### config.mk
export PLATFORM = sky130hd
export DESIGN_NAME = i2c_transfer_command_sequencer
export DESIGN_NICKNAME = d
export VERILOG_FILES = /design/src/sv/i2cs_pkg.sv /design/src/sv/i2c_transfer_command_sequencer.sv
export SDC_FILE = /design/constraint.sdc
export NUM_CORES = 1
export LEC_CHECK = 0
export ABC_CLOCK_PERIOD_IN_PS = 16500
export BUFFER_PORTS_ARGS = -buffer_cell sky130_fd_sc_hd__buf_4
export CAP_MARGIN = 40
export CORE_MARGIN = 3
export CORE_UTILIZATION = 60
export DETAILED_ROUTE_END_ITERATION = 6
export GPL_TIMING_DRIVEN = 1
export PLACE_DENSITY = 0.83
export SLEW_MARGIN = 20
export SYNTH_ARGS = -nofsm -noshare
export SYNTH_HDL_FRONTEND = slang
export SYNTH_SLANG_ARGS = --single-unit
### constraint.sdc
create_clock -name clk -period 16.5 [get_ports clk]
set_input_delay 3.3 -clock clk [delete_from_list [all_inputs] [get_ports clk]]
set_output_delay 3.3 -clock clk [all_outputs]
set_load 0.01 [all_outputs]
### src/sv/i2cs_pkg.sv
// Shared types and constants for the I2C transfer command sequencer.
package i2cs_pkg;

  // Command FIFO depth of the controller (2 to 256) and length field width (4 to 24)
  localparam int CMD_FIFO_DEPTH = 16;
  localparam int LENGTH_BITS    = 16;

  // Length fields are 16 bits wide, so at most 16 bits of the mask matter
  localparam int LEN_EFF = (LENGTH_BITS < 16) ? LENGTH_BITS : 16;
  localparam logic [15:0] LEN_MASK = 16'((17'd1 << LEN_EFF) - 17'd1);
  localparam logic [8:0]  FIFO_DEPTH_W = 9'(CMD_FIFO_DEPTH);

  // Command word flag bits
  localparam logic [11:0] CMD_READ      = 12'h100;
  localparam logic [11:0] CMD_RESTART   = 12'h200;
  localparam logic [11:0] CMD_STOP      = 12'h400;
  localparam logic [11:0] CMD_NACK_LAST = 12'h800;
  localparam logic [10:0] TEN_BIT_FLAG  = 11'h400;
  localparam logic [9:0]  ADDR7_MAX     = 10'h07F;

  // Transfer status codes
  typedef enum logic [2:0] {
    ST_RUN     = 3'd0,
    ST_OK      = 3'd1,
    ST_INVALID = 3'd2,
    ST_IO      = 3'd3,
    ST_TIMEOUT = 3'd4
  } status_t;

  // Configuration register indexes
  typedef enum logic [2:0] {
    REG_TARGET_ADDRESS = 3'd0,
    REG_TEN_BIT_MODE   = 3'd1,
    REG_PREFIX_COUNT   = 3'd2,
    REG_WRITE_COUNT    = 3'd3,
    REG_READ_COUNT     = 3'd4,
    REG_POLL_LIMIT     = 3'd5
  } reg_index_t;

  // Item kinds
  localparam logic KIND_START = 1'b0;
  localparam logic KIND_POLL  = 1'b1;

  typedef struct packed {
    logic       kind;
    logic       error_seen;
    logic [7:0] cmd_fifo_level;
    logic [7:0] rx_fifo_level;
    logic [7:0] rx_byte_in;
    logic       done_seen;
    logic [7:0] write_byte;
  } in_item_t;

  typedef struct packed {
    status_t     status;
    logic [10:0] target_word;
    logic        push_command;
    logic [11:0] command_word;
    logic [16:0] cmd_position;
    logic        pop_rx;
    logic [7:0]  rx_byte_out;
    logic [15:0] rx_position;
    logic        clear_done;
    logic        abort_request;
  } out_item_t;

endpackage

### src/sv/i2c_transfer_command_sequencer.sv
// Top level of the I2C transfer command sequencer.
//
// Usage: program the target address, addressing mode, prefix, write and read
// counts and the poll budget over the APB port while no item is in flight.
// Each item on the input channel is either a start (checks the setup and gives
// the target word) or a poll (one sample of the controller's FIFO and flag
// status). Every item yields exactly one result item: push at most one
// command word, pop at most one received byte, and report the final status.
// The result of an item is registered: an item accepted at one edge gives a
// result that is valid after that edge, held in the output register. One item
// per cycle is taken while out_stall does not hold an untaken result; the single
// result register sets this, since all decisions and counter updates are combinational.
// While the output register holds an untaken result, in_stall follows
// out_stall; an item is taken in the same cycle as the result leaves.
// Reset (synchronous, rst high) clears all configuration registers, the
// transfer state and the output valid; no item is in flight afterwards.
module i2c_transfer_command_sequencer (
  input  logic                clk,
  input  logic                rst,
  // input channel
  input  logic                in_valid,
  output logic                in_stall,
  input  i2cs_pkg::in_item_t  in_item,
  // result channel
  output logic                out_valid,
  input  logic                out_stall,
  output i2cs_pkg::out_item_t out_item,
  // configuration port
  input  logic                psel,
  input  logic                penable,
  input  logic                pwrite,
  input  logic [4:0]          paddr,
  input  logic [31:0]         pwdata,
  output logic [31:0]         prdata,
  output logic                pready
);
  import i2cs_pkg::*;

  // configuration registers
  logic [9:0]  target_address;
  logic        ten_bit_mode;
  logic [1:0]  prefix_count;
  logic [15:0] write_count;
  logic [15:0] read_count;
  logic [31:0] poll_limit;

  // transfer state
  logic        active, active_next;
  status_t     last_status, last_status_next;
  logic [17:0] commands_sent, commands_sent_next;
  logic [15:0] bytes_received, bytes_received_next;
  logic [31:0] polls_left, polls_left_next;

  logic        in_acc;
  logic        cfg_wr;
  reg_index_t  cfg_idx;
  out_item_t   out_next;

  // derived lengths
  logic [15:0] wlen_pay, rlen;
  logic [17:0] wlen, total;
  logic        addr_ok;
  logic        can_push, can_pop, all_met;
  logic [17:0] sent_plus1;
  logic [15:0] recv_plus1;
  logic [11:0] cmd_word;

  assign pready   = 1'b1;
  assign cfg_wr   = psel && penable && pwrite;
  assign cfg_idx  = reg_index_t'(paddr[4:2]);
  assign in_stall = out_valid && out_stall;
  assign in_acc   = in_valid && !in_stall;

  // configuration writes
  always_ff @(posedge clk) begin
    if (rst) begin
      target_address <= '0;
      ten_bit_mode   <= 1'b0;
      prefix_count   <= '0;
      write_count    <= '0;
      read_count     <= '0;
      poll_limit     <= '0;
    end else if (cfg_wr) begin
      unique case (cfg_idx)
        REG_TARGET_ADDRESS: target_address <= pwdata[9:0];
        REG_TEN_BIT_MODE:   ten_bit_mode   <= pwdata[0];
        REG_PREFIX_COUNT:   prefix_count   <= pwdata[1:0];
        REG_WRITE_COUNT:    write_count    <= pwdata[15:0];
        REG_READ_COUNT:     read_count     <= pwdata[15:0];
        REG_POLL_LIMIT:     poll_limit     <= pwdata;
        default: ;
      endcase
    end
  end

  // register readback
  always_comb begin
    unique case (cfg_idx)
      REG_TARGET_ADDRESS: prdata = {22'd0, target_address};
      REG_TEN_BIT_MODE:   prdata = {31'd0, ten_bit_mode};
      REG_PREFIX_COUNT:   prdata = {30'd0, prefix_count};
      REG_WRITE_COUNT:    prdata = {16'd0, write_count};
      REG_READ_COUNT:     prdata = {16'd0, read_count};
      REG_POLL_LIMIT:     prdata = poll_limit;
      default:            prdata = '0;
    endcase
  end

  // lengths and checks
  assign wlen_pay   = write_count & LEN_MASK;
  assign rlen       = read_count & LEN_MASK;
  assign wlen       = {16'd0, prefix_count} + {2'd0, wlen_pay};
  assign total      = wlen + {2'd0, rlen};
  assign addr_ok    = ten_bit_mode || (target_address <= ADDR7_MAX);
  assign sent_plus1 = commands_sent + 18'd1;
  assign recv_plus1 = bytes_received + 16'd1;
  assign can_push   = (commands_sent < total) &&
                      ({1'b0, in_item.cmd_fifo_level} < FIFO_DEPTH_W);
  assign can_pop    = (bytes_received < rlen) && (in_item.rx_fifo_level != 8'd0);

  // command word for the current index
  always_comb begin
    if (commands_sent < wlen) begin
      cmd_word = {4'd0, in_item.write_byte};
    end else begin
      cmd_word = CMD_READ;
      if (commands_sent == wlen && wlen != 18'd0) cmd_word = cmd_word | CMD_RESTART;
    end
    if (sent_plus1 == total) begin
      cmd_word = cmd_word | CMD_STOP;
      if (commands_sent >= wlen) cmd_word = cmd_word | CMD_NACK_LAST;
    end
  end

  // counts after this poll's push and pop
  assign all_met = (can_push ? (sent_plus1 == total) : (commands_sent == total)) &&
                   (can_pop ? (recv_plus1 == rlen) : (bytes_received == rlen));

  // per-item decision
  always_comb begin
    out_next            = '0;
    out_next.status     = ST_RUN;
    active_next         = active;
    last_status_next    = last_status;
    commands_sent_next  = commands_sent;
    bytes_received_next = bytes_received;
    polls_left_next     = polls_left;
    priority if (in_item.kind == KIND_START) begin
      if (total == 18'd0 || !addr_ok || prefix_count > 2'd2) begin
        out_next.status  = ST_INVALID;
        active_next      = 1'b0;
        last_status_next = ST_INVALID;
      end else begin
        out_next.target_word = {1'b0, target_address} | (ten_bit_mode ? TEN_BIT_FLAG : 11'd0);
        active_next          = 1'b1;
        last_status_next     = ST_RUN;
        commands_sent_next   = '0;
        bytes_received_next  = '0;
        polls_left_next      = poll_limit;
      end
    end else if (!active) begin
      out_next.status = last_status;
    end else if (polls_left == 32'd0) begin
      out_next.status        = ST_TIMEOUT;
      out_next.abort_request = 1'b1;
      active_next            = 1'b0;
      last_status_next       = ST_TIMEOUT;
    end else if (in_item.error_seen) begin
      out_next.status  = ST_IO;
      active_next      = 1'b0;
      last_status_next = ST_IO;
    end else begin
      if (can_push) begin
        out_next.push_command = 1'b1;
        out_next.command_word = cmd_word;
        out_next.cmd_position = commands_sent[16:0];
        commands_sent_next    = sent_plus1;
      end
      if (can_pop) begin
        out_next.pop_rx      = 1'b1;
        out_next.rx_byte_out = in_item.rx_byte_in;
        out_next.rx_position = bytes_received;
        bytes_received_next  = recv_plus1;
      end
      if (in_item.done_seen && all_met) begin
        out_next.clear_done = 1'b1;
        out_next.status     = ST_OK;
        active_next         = 1'b0;
        last_status_next    = ST_OK;
      end else begin
        polls_left_next = polls_left - 32'd1;
      end
    end
  end

  // state and result registers
  always_ff @(posedge clk) begin
    if (rst) begin
      active         <= 1'b0;
      last_status    <= ST_RUN;
      commands_sent  <= '0;
      bytes_received <= '0;
      polls_left     <= '0;
      out_valid      <= 1'b0;
    end else begin
      if (in_acc) begin
        active         <= active_next;
        last_status    <= last_status_next;
        commands_sent  <= commands_sent_next;
        bytes_received <= bytes_received_next;
        polls_left     <= polls_left_next;
        out_valid      <= 1'b1;
      end else if (!out_stall) begin
        out_valid <= 1'b0;
      end
    end
  end

  always_ff @(posedge clk) begin
    if (in_acc) out_item <= out_next;
  end

`ifndef SYNTHESIS
  // a good start leaves the transfer running
  a_start_active: assert property (@(posedge clk) disable iff (rst)
    in_acc && in_item.kind == KIND_START && out_next.status == ST_RUN |=> active)
    else $error("start did not activate transfer");

  // abort only comes with a timeout
  a_abort_timeout: assert property (@(posedge clk) disable iff (rst)
    out_valid && out_item.abort_request |-> out_item.status == ST_TIMEOUT)
    else $error("abort without timeout");

  // done is acknowledged only on success
  a_clear_ok: assert property (@(posedge clk) disable iff (rst)
    out_valid && out_item.clear_done |-> out_item.status == ST_OK)
    else $error("clear_done without ok status");

  // command fields are zero when nothing is pushed
  a_push_zero: assert property (@(posedge clk) disable iff (rst)
    out_valid && !out_item.push_command |->
      out_item.command_word == 12'd0 && out_item.cmd_position == 17'd0)
    else $error("command fields set without push");

  // an idle sequencer keeps its counters on polls
  a_idle_hold: assert property (@(posedge clk) disable iff (rst)
    in_acc && in_item.kind == KIND_POLL && !active |=> $stable(commands_sent) && !active)
    else $error("idle poll changed state");
`endif

endmodule

==> summary.txt <==
Logic synthesis
  – Synth warn: 0
  – Post-synth cell types: 87
  – Seq/Total Area, Yosys: 37.2%
  – Share of synthesized registers carrying an async set or reset: 0%
  – Synthesized cell area: 0.0137 mm^2
  – Seq cells post-synth: 219
  – Mean Syn Cell Area: 8.42 um^2
  – Synthesized instance count: 1628
  – Ys flop type: dfxtp_1
  – Mapped Nets: 1774
  – Post-synth EDFFs: 71

Placed design
  – Placer Congestion: 0.946
  – Pre-CTS WS: 8.24 ns
  – Dpl hpwl: 28.6 mm
  – Buffers added on ports: 177

Cells and area
  – Fillers: 1726
  – Diode count: 0
  – Post-layout util: 72.0%
  – Area growth syn-to-layout: 16.4%
  – Commonest non-fill, non-tap cell in the layout: nand2_1
  – Nets: 1895
  – Share of post-route cells with drive strength above 1: 15.3%
  – Most frequent cells in the layout: nand2_1 (242), buf_4 (187), a21oi_1 (154), dfxtp_1 (148), nor2_1 (109)

Timing
  – Fin Setup TNS: 0 ns
  – Final Skew: 0.0107 ns
  – Worst-Margin Slew: 0.824 ns
  – Final-report max-slew violation count: 0
  – RSZ-0062 raised after global routing: false
  – Tmin final: 8.36 ns
  – Final period util: 50.7%
  – Finish-stage setup viols: 0
  – Relative slew slack: 44.7%
  – F_max: 120 MHz
  – Final Hold Viols: 0
  – Setup ws final: 8.14 ns

Clock tree
  – Clk buf depth: 3
  – CTS Root Buffer Type: clkbuf_16
  – TritonCTS buffer count: 24
  – Setup bufs post-CTS: 0
  – CTS Sinks: 219
  – CTS H-tree lvls: 1
  – PostCTS Resize Cnt: 0
  – CTS tree: built
  – Hold buffer count at cts: 0
  – Clock transition at path regs: 0.06 ns
  – Worst-Skew Late Latency: 0.52 ns

GRT
  – Largest net degree at the start of global routing: 78
  – Remaining Overflow, GRT: 0
  – First-pass GRT wire length: 61.3 mm
  – Total GRT Usage: 30.4%
  – Vias in the first global route: 11911
  – Initial antenna violation count: 0

Power
  – Power per Cell Area: 79.1 mW/mm^2
  – Worst vdd ir: 98.9 uV
  – Pleak: 0.00674 uW
  – Tot Pwr: 1260 uW

Floorplan
  – Core area: 0.0222 mm^2
  – Initial Util: 61.8%
  – Die Ht: 157 um
  – Row cnt: 54
  – Die ar.: 0.0247 mm^2
  – Die width: 157 um
  – Number of I/O pins: 185

Routing
  – Vias per cell: 6.30
  – Drt first pass iters: 7
  – WL final: 39.2 mm
  – DR vias: 12894
  – Starting DRT DRC Count: 1157
  – Post-route ant nets: 0
  – Residual DRC: 12
  – Routed wire length per instance: 19.1 um

Worst setup path
  – Kind of cell adding the most delay to the critical path: simple AND/OR/NAND/NOR gates
  – Slowest-stage cell, CP: nor2b_1
  – Buffers and inverters on the worst path: 2
  – CP Capture Type: primary output
  – Most used cell, CP: buf_4
  – Crit path cell chain: buf_4 -> and2_1 -> nor2b_1 -> nand2_1 -> o21ai_0 -> buf_4
  – Worst Path Arrival: 5.06 ns
  – Startpoint types: primary input
  – Critical path class: in -> out
  – Worst-path fanout max: 45
  – Reg2Reg Depth: 22
  – CP Depth: 6
  – Worst EP required: 13.20 ns
  – CP max stage delay: 0.46 ns

Run
  – Max-cap violation count: 0

Status
  – Failing checks: design-rule violations
  – Outcome: finished, violations left

Min path
  – Hold path cells: 2
  – Tightest Hold Check Type: reg -> reg
[metal layers]
layer	share of wire (%)	vias up	global-route usage, %
met5	0	-	0
met3	8.7	97	4.18
met1	41	6074	40.9
met2	46	615	50.0
met4	4.0	0	11.8
li1	-	6108	-
[flip-flops by register name, indices dropped and copies added, names as in the netlist, 2 cells and up]
register / count
wlen_pay: 16
poll_limit: 32
polls_left: 32
target_address: 10
bytes_received: 16
commands_sent: 18
prefix_count: 2
read_count: 16
out_item: 71
last_status: 3
[cells by family (layout without fill, tap and decap cells)]
group | after synthesis | count (layout) | synth area share, %
AOI/OAI and AO/OA | 368 | 368 | 17.4
xor gates and xnor gates | 80 | 80 | 5.78
adders and majority gates | 69 | 69 | 6.37
buffers and inverters | 156 | 295 | 4.67
DFF | 219 | 219 | 37.2
muxes | 58 | 58 | 4.27
other | 1 | 1 | 0.0274
and+or+nand+nor | 677 | 677 | 24.3
[cells in the mapped netlist (14+ instances only)]
library cell	number	area (um^2)
a21o_1	33	248
a21oi_1	154	771
and2_1	52	325
and3_1	47	294
buf_2	14	70.1
clkbuf_1	75	282
dfxtp_1	148	2960
edfxtp_1	71	2130
ha_1	65	813
inv_1	55	206
mux2i_1	54	541
nand2_1	242	908
nand3_1	32	160
nand4_1	31	194
nor2_1	109	409
nor3_1	62	310
nor4_1	15	93.8
o21ai_0	39	195
o32ai_1	21	184
or3_1	20	125
xnor2_1	39	342
xor2_1	34	298
[stage by stage]
step | std cells | instance area (um^2) | hold WS (ns)
global route | 2047 | 16000 | 0.495
global placement | 1993 | 15000 | 0.447
floorplan | 1628 | 13700 | 0.435
finish | 2047 | 16000 | 0.470
detailed placement | 2000 | 15200 | 0.453
CTS | 2044 | 15900 | 0.462
[worst register-to-register path, cell delays in order (launching register included)]
cell       delay (ns)
dfxtp_1          0.38
ha_1             0.32
a21o_1           0.12
nand4_1          0.17
nor3_1           0.30
and2_1           0.24
nand4_1          0.13
xor2_1           0.35
inv_1            0.13
ha_1             0.41
o21ai_0          0.20
nor2_1           0.08
a2111oi_1        0.41
a21oi_2          0.21
xor2_1           0.45
o31ai_1          0.13
or4_1            0.51
or4_4            0.60
o21bai_4         0.24
a31o_2           0.62
buf_16           0.26
a21oi_1          0.07
o221a_2          0.24
[report_power, final]
group	switching, uW	internal, uW
logic	98.1	64.1
clock network	223	300
registers	7.64	569
total	329	933
[worst paths after layout]
path	from	end	slack, ns
worst min register to register	last_status[1]	last_status[1]	0.47
worst max-delay path	paddr[2]	prdata[10]	8.14
worst max register to register	prefix_count[1]	polls_left[19]	9.84
worst min-delay path	last_status[1]	last_status[1]	0.47
[cell type report]
class	count	area, um^2	share of cell area [%]
multi-input cells	1253	7980	50.0
flip-flops and latches	219	5090	31.9
well taps	280	350	2.20
clock inverters	13	124	0.776
inverters	56	210	1.32
clock buffers	31	657	4.12
repair buffers	195	1540	9.67
(Power assumes the default switching activity.)
